File: config.mk
export PLATFORM = sky130hd
export DESIGN_NAME = signed_decimal_add_sub_compare_top
export DESIGN_NICKNAME = d
export VERILOG_FILES = /design/src/rtl/sdas_pkg.sv /design/src/rtl/sdas_dec_adder.sv /design/src/rtl/sdas_alu.sv /design/src/rtl/signed_decimal_add_sub_compare_top.sv
export SDC_FILE = /design/constraint.sdc
export NUM_CORES = 1
export LEC_CHECK = 0
export BUFFER_PORTS_ARGS = -buffer_cell sky130_fd_sc_hd__buf_2
export CELL_PAD_IN_SITES_DETAIL_PLACEMENT = 0
export CELL_PAD_IN_SITES_GLOBAL_PLACEMENT = 1
export CORE_ASPECT_RATIO = 1.25
export CORE_MARGIN = 1.5
export CORE_UTILIZATION = 44
export CTS_CLUSTER_SIZE = 14
export DETAILED_ROUTE_END_ITERATION = 12
export HOLD_SLACK_MARGIN = 0.03
export PLACE_DENSITY_LB_ADDON = 0.08
export SLEW_MARGIN = 5
export SYNTH_ARGS = -nofsm -noshare
export SYNTH_HDL_FRONTEND = slang
export SYNTH_HIERARCHICAL = 1
export SYNTH_SLANG_ARGS = --single-unit
File: constraint.sdc
create_clock -name clk -period 5.36 [get_ports clk]
set_input_delay 0.268 -clock clk [delete_from_list [all_inputs] [get_ports clk]]
set_output_delay 0.268 -clock clk [all_outputs]
set_load 0.005 [all_outputs]
File: src/rtl/sdas_pkg.sv
// Shared types, constants and BCD helper functions for the signed decimal
// add / subtract / compare unit. No dependencies.
package sdas_pkg;

	// Number geometry
	localparam int NIBBLES   = 16;
	localparam int DIGITS    = 16;
	localparam int BCD_W     = 4 * NIBBLES;
	localparam int IN_DATA_W  = 136;
	localparam int OUT_DATA_W = 72;

	// Operation codes carried in tuser
	typedef enum logic [1:0] {
		FUNC_ADD = 2'd0,
		FUNC_SUB = 2'd1,
		FUNC_CMP = 2'd2
	} func_t;

	// Compare outcome, two-bit signed
	localparam logic [1:0] ORD_LT = 2'b11;
	localparam logic [1:0] ORD_EQ = 2'b00;
	localparam logic [1:0] ORD_GT = 2'b01;

	typedef struct packed {
		logic [1:0]       func;
		logic [BCD_W-1:0] a_digits;
		logic             a_neg;
		logic [BCD_W-1:0] b_digits;
		logic             b_neg;
	} req_t;

	typedef struct packed {
		logic [BCD_W-1:0] result_digits;
		logic             result_neg;
		logic             overflow;
		logic [1:0]       order;
	} res_t;

	// Saturate out-of-range nibbles to 9, zero the digits above DIGITS
	function automatic logic [BCD_W-1:0] bcd_clamp(input logic [BCD_W-1:0] x);
		logic [BCD_W-1:0] y;
		logic [3:0]       d;
		y = '0;
		for (int i = 0; i < NIBBLES; i++) begin
			d = x[4*i +: 4];
			if (i < DIGITS) begin
				y[4*i +: 4] = (d > 4'd9) ? 4'd9 : d;
			end
		end
		return y;
	endfunction

	// Nine's complement of a clamped value, per digit
	function automatic logic [BCD_W-1:0] bcd_nines(input logic [BCD_W-1:0] x);
		logic [BCD_W-1:0] y;
		y = '0;
		for (int i = 0; i < NIBBLES; i++) begin
			if (i < DIGITS) begin
				y[4*i +: 4] = 4'd9 - x[4*i +: 4];
			end
		end
		return y;
	endfunction

endpackage

File: src/rtl/sdas_dec_adder.sv
// Decimal (BCD) adder: one binary carry chain with the excess-6 correction.
// Depends on sdas_pkg.
module sdas_dec_adder (
	input  logic [sdas_pkg::BCD_W-1:0] x,
	input  logic [sdas_pkg::BCD_W-1:0] y,
	input  logic                       cin,
	output logic [sdas_pkg::BCD_W-1:0] sum,
	output logic                       cout
);

	logic [sdas_pkg::BCD_W-1:0] x6;
	logic [sdas_pkg::BCD_W:0]   raw;
	logic [sdas_pkg::BCD_W:0]   cvec;

	// Bias every digit of x by 6; digits are at most 9, so no carries here
	always_comb begin
		for (int i = 0; i < sdas_pkg::NIBBLES; i++) begin
			x6[4*i +: 4] = x[4*i +: 4] + 4'd6;
		end
	end

	// One binary add; the carry into each nibble is the decimal carry
	assign raw  = {1'b0, x6} + {1'b0, y} + {{sdas_pkg::BCD_W{1'b0}}, cin};
	assign cvec = raw ^ {1'b0, x6} ^ {1'b0, y};

	// Digits with no decimal carry out give the bias back
	always_comb begin
		sum = '0;
		for (int i = 0; i < sdas_pkg::NIBBLES; i++) begin
			if (i < sdas_pkg::DIGITS) begin
				sum[4*i +: 4] = cvec[4*i+4] ? raw[4*i +: 4] : (raw[4*i +: 4] - 4'd6);
			end
		end
	end

	assign cout = cvec[4*sdas_pkg::DIGITS];

endmodule

File: src/rtl/sdas_alu.sv
// Sign-magnitude add / subtract / compare datapath for one request.
// Depends on sdas_pkg and sdas_dec_adder.
module sdas_alu (
	input  sdas_pkg::req_t req,
	output sdas_pkg::res_t res
);

	logic [sdas_pkg::BCD_W-1:0] a_mag;
	logic [sdas_pkg::BCD_W-1:0] b_mag;
	logic [sdas_pkg::BCD_W-1:0] sum_ab;
	logic [sdas_pkg::BCD_W-1:0] diff_ab;
	logic [sdas_pkg::BCD_W-1:0] diff_ba;
	logic                       sum_cy;
	logic                       diff_ab_cy;
	logic                       diff_ba_cy;
	logic                       a_gt;
	logic                       a_lt;
	logic                       b_eff;
	logic [1:0]                 mag_ord;

	assign a_mag = sdas_pkg::bcd_clamp(req.a_digits);
	assign b_mag = sdas_pkg::bcd_clamp(req.b_digits);

	// Sum and both differences in parallel (ten's complement for the latter)
	sdas_dec_adder u_add (
		.x   (a_mag),
		.y   (b_mag),
		.cin (1'b0),
		.sum (sum_ab),
		.cout(sum_cy)
	);

	sdas_dec_adder u_sub_ab (
		.x   (a_mag),
		.y   (sdas_pkg::bcd_nines(b_mag)),
		.cin (1'b1),
		.sum (diff_ab),
		.cout(diff_ab_cy)
	);

	sdas_dec_adder u_sub_ba (
		.x   (b_mag),
		.y   (sdas_pkg::bcd_nines(a_mag)),
		.cin (1'b1),
		.sum (diff_ba),
		.cout(diff_ba_cy)
	);

	// A ten's complement subtract carries out when the minuend is not smaller;
	// both carries set means equal magnitudes
	assign a_gt = diff_ab_cy && !diff_ba_cy;
	assign a_lt = diff_ba_cy && !diff_ab_cy;
	assign mag_ord = a_gt ? sdas_pkg::ORD_GT : (a_lt ? sdas_pkg::ORD_LT : sdas_pkg::ORD_EQ);

	// Subtract is add with b's sign flipped
	assign b_eff = (sdas_pkg::func_t'(req.func) == sdas_pkg::FUNC_SUB) ? !req.b_neg : req.b_neg;

	// Result select
	always_comb begin
		res = '0;
		case (sdas_pkg::func_t'(req.func))
			sdas_pkg::FUNC_ADD, sdas_pkg::FUNC_SUB: begin
				if (req.a_neg == b_eff) begin
					res.result_digits = sum_ab;
					res.result_neg    = req.a_neg;
					res.overflow      = sum_cy;
				end else if (a_gt) begin
					res.result_digits = diff_ab;
					res.result_neg    = req.a_neg;
				end else if (a_lt) begin
					res.result_digits = diff_ba;
					res.result_neg    = b_eff;
				end
				// equal magnitudes, unlike signs: positive zero
			end
			sdas_pkg::FUNC_CMP: begin
				if (req.a_neg != req.b_neg) begin
					res.order = req.a_neg ? sdas_pkg::ORD_LT : sdas_pkg::ORD_GT;
				end else if (req.a_neg) begin
					res.order = 2'b00 - mag_ord;
				end else begin
					res.order = mag_ord;
				end
			end
			default: begin
				res = '0;
			end
		endcase
	end

endmodule

File: src/rtl/signed_decimal_add_sub_compare_top.sv
// Top level of the signed decimal add / subtract / compare unit: stream
// ports, input register, result register. Depends on sdas_pkg and sdas_alu.

// Takes one request per clock and returns one result per request, in order.
// A request is held in an input register, goes through the decimal datapath
// (one excess-6 binary carry chain per adder, three adders side by side) and
// lands in a result register that drives the output ports. Throughput is
// one request per cycle as long as the output side takes results. The
// operation code rides in s_tuser
// (0 add, 1 subtract a minus b, 2 compare); code 3 gives an all-zero result.
// Magnitudes are 16-digit packed BCD, digit 0 in the low nibble; a digit
// above 9 is read as 9. Overflow flags a carry out of the top digit.
module signed_decimal_add_sub_compare_top (
	input  logic                            clk,
	input  logic                            arst_n,
	input  logic                            s_tvalid,
	output logic                            s_tready,
	// [63:0] a_digits, [64] a_neg, [128:65] b_digits, [129] b_neg, rest zero
	input  logic [sdas_pkg::IN_DATA_W-1:0]  s_tdata,
	// [1:0] func
	input  logic [1:0]                      s_tuser,
	output logic                            m_tvalid,
	input  logic                            m_tready,
	// [63:0] result_digits, [64] result_neg, [65] overflow, [67:66] order
	output logic [sdas_pkg::OUT_DATA_W-1:0] m_tdata
);

	logic           valid_s1;
	logic           valid_s2;
	sdas_pkg::req_t req_s1;
	sdas_pkg::res_t res_s2;
	sdas_pkg::res_t res_next;
	logic           adv2;
	logic           take_in;

	// Handshake: each stage moves when the one after it has room
	assign adv2     = !valid_s2 || m_tready;
	assign s_tready = !valid_s1 || adv2;
	assign take_in  = s_tvalid && s_tready;

	// Valid bits
	always_ff @(posedge clk or negedge arst_n) begin
		if (!arst_n) begin
			valid_s1 <= 1'b0;
			valid_s2 <= 1'b0;
		end else begin
			if (s_tready) begin
				valid_s1 <= s_tvalid;
			end
			if (adv2) begin
				valid_s2 <= valid_s1;
			end
		end
	end

	// Input register
	always_ff @(posedge clk) begin
		if (take_in) begin
			req_s1.func     <= s_tuser;
			req_s1.a_digits <= s_tdata[63:0];
			req_s1.a_neg    <= s_tdata[64];
			req_s1.b_digits <= s_tdata[128:65];
			req_s1.b_neg    <= s_tdata[129];
		end
	end

	sdas_alu u_alu (
		.req(req_s1),
		.res(res_next)
	);

	// Result register
	always_ff @(posedge clk) begin
		if (adv2 && valid_s1) begin
			res_s2 <= res_next;
		end
	end

	assign m_tvalid = valid_s2;
	assign m_tdata  = {4'd0, res_s2.order, res_s2.overflow, res_s2.result_neg,
		res_s2.result_digits};

	// Overflow only comes from an add path, which never carries an order
	a_ovf_no_order: assert property (@(posedge clk) disable iff (!arst_n)
		valid_s2 && res_s2.overflow |-> res_s2.order == sdas_pkg::ORD_EQ)
		else $error("overflow set on a compare result");

	// A compare outcome carries no magnitude and no sign
	a_cmp_clean: assert property (@(posedge clk) disable iff (!arst_n)
		valid_s2 && res_s2.order != sdas_pkg::ORD_EQ |->
		res_s2.result_digits == '0 && !res_s2.result_neg)
		else $error("compare result has nonzero magnitude or sign");

	// An empty result register never blocks the input side
	a_ready_when_empty: assert property (@(posedge clk) disable iff (!arst_n)
		!valid_s2 |-> s_tready)
		else $error("input stalled with empty result register");

	// A request in the input register moves on when the output has room
	a_advance: assert property (@(posedge clk) disable iff (!arst_n)
		valid_s1 && adv2 |=> valid_s2)
		else $error("request lost between stages");

endmodule
==> flow_summary.toml, run 1 <==
[run_status]
status = "finished clean"

[setup_path]
path_class = "reg2reg"
worstPathMaxFanout = 6
r2r_cells = 25
critPathLaunchType = "flop"
critPathCaptureType = "flop"
cp.arrival_ns = 5.63
required_ns = 5.77
max_stage_delay_ns = 0.51
ff2ff_setup_slack_ns = 0.14
cpMaxStageDelayCell = "or4_1"

[cells_and_area]
seqCellArea_sq_um = 6060
instances_no_fill = 4497
multi_input_area_sq_um = 19300
area_growth_pct = 23.5
finalNetCount = 4175
fillers = 5682
antenna_cells = 0
final_area_sq_um = 33200
drive_above_1_share = 0.189

[yosys]
ys_top_cells_by_count = "inv_1 (368), ha_1 (320), a21oi_1 (302)"
synth_top_cell_by_area = "edfxtp_1"
netlist_area_sq_um = 26900
synth_edf_count = 200
synthMostInstantiatedCell = "inv_1"
syn_area_per_cell_sq_um = 8.45
async_reset_ff_frac = 0.00990
yosys.area.top_type_share = 0.223
yosys_register_bits = 202
ys.flop_type = "edfxtp_1"
yosysSeqAreaShare = 0.225
ys_warn_count = 6
ys_types = 88
synth.area.top_cells = "edfxtp_1 (22%), ha_1 (15%), xnor2_1 (8.7%)"
synthCells = 3179

[cts]
clockBufferDepth = 3
cts_tree = "done"
cts_max_level = 1
cts_buffers = 24
numClockSinks = 202
clk_latency_ns = 0.57
path_clk_slew_ns = 0.06
cts_root_buf = "clkbuf_16"

[sta]
setup_violations = 0
clock_skew_ns = 0.0122
timing.final.crit_share = 0.973
drv_slew = 0
hold_violations = 0
slew_headroom = 0.161
rsz0062_at_grt = "yes"
fmax_ghz = 0.192
tightest_slew_ns = 1.26
setup_ws_ns = 0.145
fin_crit_ns = 5.22

[die]
initial_core_util = 0.444
ios = 216
dieWidth_um = 224
die_h_um = 279
rows = 101
fp.dieArea_sq_um = 62600
core_area_sq_um = 60500

[detailed_routing]
drt_first_pass_iters = 6
viasPerCell = 5.41
ant_nets = 0
vias = 24300
drc_errors = 0
drt-total-wl_um = 90900
wl_per_cell_um = 20.2
drt_first_iter_violations = 1135

[global_route]
grt_pass1_vias = 24800
grt_max_degree = 99
grt_pass1_wl_um = 137000
grt-ovfl-total = 0
grt_usage = 0.283
antenna_found_initial = 0

[power]
cellLeakagePower_nw = 15.3
irDropWorstVdd_v = 0.000271
power_density_nw_per_um2 = 349

[place]
dp_hpwl_um = 75100
dpl_worst_slack_ns = -0.266
gp_congestion = 0.956
dp.cells = 4294
placed_cell_area_sq_um = 30300
port_buffers = 205

[flow_run]
maxCapViolations = 0

[worst_hold_path]
hold_path_class = "in2reg"
whs_path_depth = 2
-- routing by layer --
| layer | GRT usage | routed length (um) | up-vias |
|---|---|---|---|
| met5 | 0 | 0 | - |
| li1 | - | - | 12100 |
| met4 | 0.134 | 4570 | 0 |
| met2 | 0.548 | 48100 | 512 |
| met1 | 0.312 | 35600 | 11500 |
| met3 | 0.0178 | 2700 | 159 |
-- metrics by stage --
step	util	hold WS (ns)	TNS [ns]	power [W]
after floorplan	-	-0.0276	0	0.00734
after global placement	0.501	0.0520	-0.183	0.00949
after detailed placement	0.501	0.0544	-0.275	0.00959
after CTS	0.539	0.362	0	0.0115
after global routing	0.548	0.392	-0.0906	0.0125
final	0.548	0.406	0	0.0116
-- layout make-up --
type                    instances  share of cell area
flip-flops and latches        202               0.182
well taps                     772              0.0291
clock buffers                  30              0.0200
inverters                     368              0.0416
clock inverters                14             0.00464
multi-input cells            2487               0.582
repair buffers                624               0.140
-- worst max-delay path: cells and delay by family, from the launching register on --
| kind | cells | cell delay (ns) |
|---|---|---|
| XOR/XNOR | 4 | 0.63 |
| adder cells (fa/ha/maj) | 3 | 0.78 |
| buffers and inverters | 3 | 0.20 |
| AO/OA/AOI/OAI | 8 | 1.65 |
| flip-flops | 1 | 0.41 |
| multiplexers | 1 | 0.12 |
| AND/OR/NAND/NOR | 6 | 1.27 |
-- cell usage in the layout (no fill, tap or decap), types with 13 or more instances in the layout --
| cell type | n |
|---|---|
| mux2_2 | 39 |
| clkbuf_16 | 27 |
| a31oi_1 | 20 |
| a211o_1 | 67 |
| buf_2 | 205 |
| xor2_1 | 170 |
| nand4_1 | 47 |
| a21o_1 | 104 |
| o21ai_1 | 19 |
| dlygate4sd3_1 | 137 |
| o21bai_1 | 32 |
| nor2_1 | 157 |
| a21oi_2 | 14 |
| nand2_1 | 155 |
| inv_1 | 357 |
| nor2b_1 | 35 |
| nand3_1 | 27 |
| nor3_1 | 29 |
| xnor2_1 | 263 |
| edfxtp_1 | 200 |
| and3_1 | 15 |
| o21a_1 | 32 |
| ha_1 | 311 |
| nand2b_1 | 202 |
| o31ai_1 | 13 |
| mux2i_1 | 61 |
| o21ai_0 | 134 |
| a21oi_1 | 291 |
| buf_4 | 269 |
-- worst paths after layout --
path	startpoint	to
max	req_s1[36]	m_tdata[59]
min	s_tdata[121]	req_s1[57]
max reg2reg	req_s1[36]	m_tdata[59]
min reg2reg	valid_s1	m_tvalid
max in group asynchronous	arst_n	m_tvalid
min in group asynchronous	arst_n	valid_s1
-- where the power goes --
part	leakage (nW)	internal [W]	switching (W)
Sequential	1.97	0.00200	0.0000677
Clock	0.406	0.00102	0.000686
Combinational	12.9	0.00353	0.00428
-- cell families after synthesis --
| group | share of synthesized area |
|---|---|
| flip-flops | 0.225 |
| adder cells (fa/ha/maj) | 0.153 |
| AO/OA/AOI/OAI | 0.204 |
| multiplexers | 0.0452 |
| other | 0.000419 |
| AND/OR/NAND/NOR | 0.145 |
| buffers and inverters | 0.0739 |
| XOR/XNOR | 0.152 |
-- state kept, by name, summed over array words and instances, names as in the netlist --
register / count
m_tvalid: 1
m_tdata: 68
req_s1: 132
valid_s1: 1
-- timing repair --
action	CTS	global route
gates cloned	0	2
hold buffers	137	0
buffers inserted	2	19
pin swaps	11	51
setup endpoints to repair	21	64
gates resized for setup	23	84
hold endpoints to repair	136	0
(Power assumes the default switching activity.)
==> inputs of run 2 (changes only) <==
Settings changed: CELL_PAD_IN_SITES_DETAIL_PLACEMENT 0 to 1.
==> flow_summary.toml, run 2 (same netlist as run 1, synthesis figures left out) <==
[cells_and_area]
largest_reg_flops = 132
fillers = 7151
instances_no_fill = 4504
finalNetCount = 4181
multi_input_area_sq_um = 19400
top_register = "req_s1"
area_growth_pct = 24.3
layout.cells.most_common_list = "inv_1 (360), ha_1 (309), a21oi_1 (289)"
drive_above_1_share = 0.195
seqCellArea_sq_um = 6060
layout_commonest_cell = "inv_1"

[detailed_routing]
drc_errors = 0
drt-total-wl_um = 102000
drt_first_pass_iters = 5
ant_nets = 0
drt_first_iter_violations = 993
vias = 25200
wl_per_cell_um = 22.6
viasPerCell = 5.59

[run_status]
violations = "setup timing"
status = "complete, but fails checks"

[die]
dieWidth_um = 224
rows = 101
die_h_um = 279
fp.dieArea_sq_um = 62600
ios = 216
core_area_sq_um = 60500
initial_core_util = 0.444

[worst_hold_path]
whs_path_depth = 2
hp-start = "s_tdata[115]"
min_to = "req_s1[51]"
hold_path_class = "in2reg"

[setup_path]
max_stage_delay_ns = 0.52
critPathLaunchType = "flop"
cpMaxStageDelayCell = "or4_1"
r2r-start = "req_s1[4]"
worstPathMaxFanout = 4
worst-path-stages = 26
r2r_cells = 26
cp_common_cell = "xnor2_1"
critPathCaptureType = "flop"
required_ns = 5.77
r2r-end = "m_tdata[59]"
cp.arrival_ns = 5.77
critPathTopFamily = "compound AO/OA/AOI/OAI gates"
crit_buf_inv = 4
ff2ff_setup_slack_ns = -0.006
path_class = "reg2reg"

[sta]
rsz0062_at_grt = "yes"
fin_crit_ns = 5.37
slew_headroom = 0.147
hold_violations = 0
setup_violations = 1
setup_ws_ns = -0.00614
timing.final.crit_share = 1.00
drv_slew = 0
clock_skew_ns = 0.0168
tns_ns = -0.00614
tightest_slew_ns = 1.28
fmax_ghz = 0.186

[power]
swShare = 0.447
irDropWorstVdd_v = 0.000335
power.internal_w = 0.00663
combPwrFrac = 0.678
pwr-share-seq = 0.173
p_sw_w = 0.00536
power_density_nw_per_um2 = 359
cellLeakagePower_nw = 15.3
clock_power_share = 0.149

[place]
dp_hpwl_um = 81500
port_buffers = 205
dp.cells = 4294
gp_congestion = 0.956

[cts]
path_clk_slew_ns = 0.06
cts_tree = "done"
cts_root_buf = "clkbuf_16"
cts_max_level = 1
clockBufferDepth = 3
cts_buffers = 24
clk_latency_ns = 0.58
numClockSinks = 202

[global_route]
grt_pass1_vias = 27100
antenna_found_initial = 1
grt-ovfl-total = 0
grt_usage = 0.315
grt_max_degree = 99
grt_pass1_wl_um = 153000

[flow_run]
maxCapViolations = 0
[run 2: cell count changes in the layout (fill, tap and decap cells not counted), moves of 3 or more]
cell	change
clkinv_1	+3
buf_4	+6
inv_2	-4
nand2b_1	-5
nand2b_4	+4
clkinv_2	-5
inv_1	+3
[run 2: cell type report]
cell class / instances / share of cell area
Timing Repair Buffer: 630 / 0.141
Clock inverter: 16 / 0.00588
Sequential cell: 202 / 0.181
Clock buffer: 28 / 0.0191
Antenna cell: 1 / 0.0000749
Tap cell: 772 / 0.0289
Multi-Input combinational cell: 2487 / 0.582
Inverter: 368 / 0.0414
[run 2: worst max-delay path by stage]
stage	from	endpoint	slack, ns
detailed placement	req_s1[2]	m_tdata[59]	-0.35
global route	req_s1[4]	m_tdata[59]	-0.15
finish	req_s1[4]	m_tdata[59]	-0.006
CTS	req_s1[67]	m_tdata[59]	-0.02
floorplan	req_s1[16]	m_tdata[59]	0.49
global placement	req_s1[3]	m_tdata[59]	-0.18
[run 2: per-stage QoR]
stage          hold slack [ns]  power (W)  utilization  setup slack, ns  cell area, sq um
6_report                 0.406     0.0120        0.552         -0.00614             33400
5_1_grt                  0.391     0.0128        0.552           -0.149             33400
3_3_place_gp            0.0520    0.00949        0.501           -0.179             30300
4_1_cts                  0.365     0.0117        0.540          -0.0240             32700
2_1_floorplan          -0.0276    0.00734            -            0.486             26900
3_5_place_dp            0.0561    0.00976        0.501           -0.349             30300
[run 2: worst register-to-register path, delay by kind of cell, from the launching register on]
kind,cells,cell delay (ns)
and+or+nand+nor,4,0.85
muxes,1,0.14
xor gates and xnor gates,4,0.54
DFF,1,0.42
adders and majority gates,3,0.71
AOI/OAI and AO/OA,10,2.19
buffers and inverters,4,0.34
[run 2: power by group through the flow]
stage / logic [W] / clock network, W / registers (W)
2_1_floorplan: 0.00523 / 0 / 0.00211
3_5_place_dp: 0.00765 / 0 / 0.00211
3_3_place_gp: 0.00739 / 0 / 0.00210
6_report: 0.00813 / 0.00178 / 0.00208
5_1_grt: 0.00881 / 0.00187 / 0.00210
4_1_cts: 0.00784 / 0.00182 / 0.00208
[run 2: layer usage]
| metal | vias to the layer above | global-route usage | wire, um |
|---|---|---|---|
| met1 | 12400 | 0.334 | 38800 |
| met4 | 0 | 0.141 | 4930 |
| met2 | 486 | 0.628 | 55800 |
| li1 | 12100 | - | - |
| met5 | - | 0 | 0 |
| met3 | 198 | 0.0210 | 2340 |
[run 2: repair_timing]
item,4_1_cts,5_1_grt
hold buffers,137,0
cloned,0,1
endpoints found under the setup margin,32,64
gates resized for setup,31,101
buffers inserted,6,22
hold endpoints to repair,136,0
pin swaps,24,50
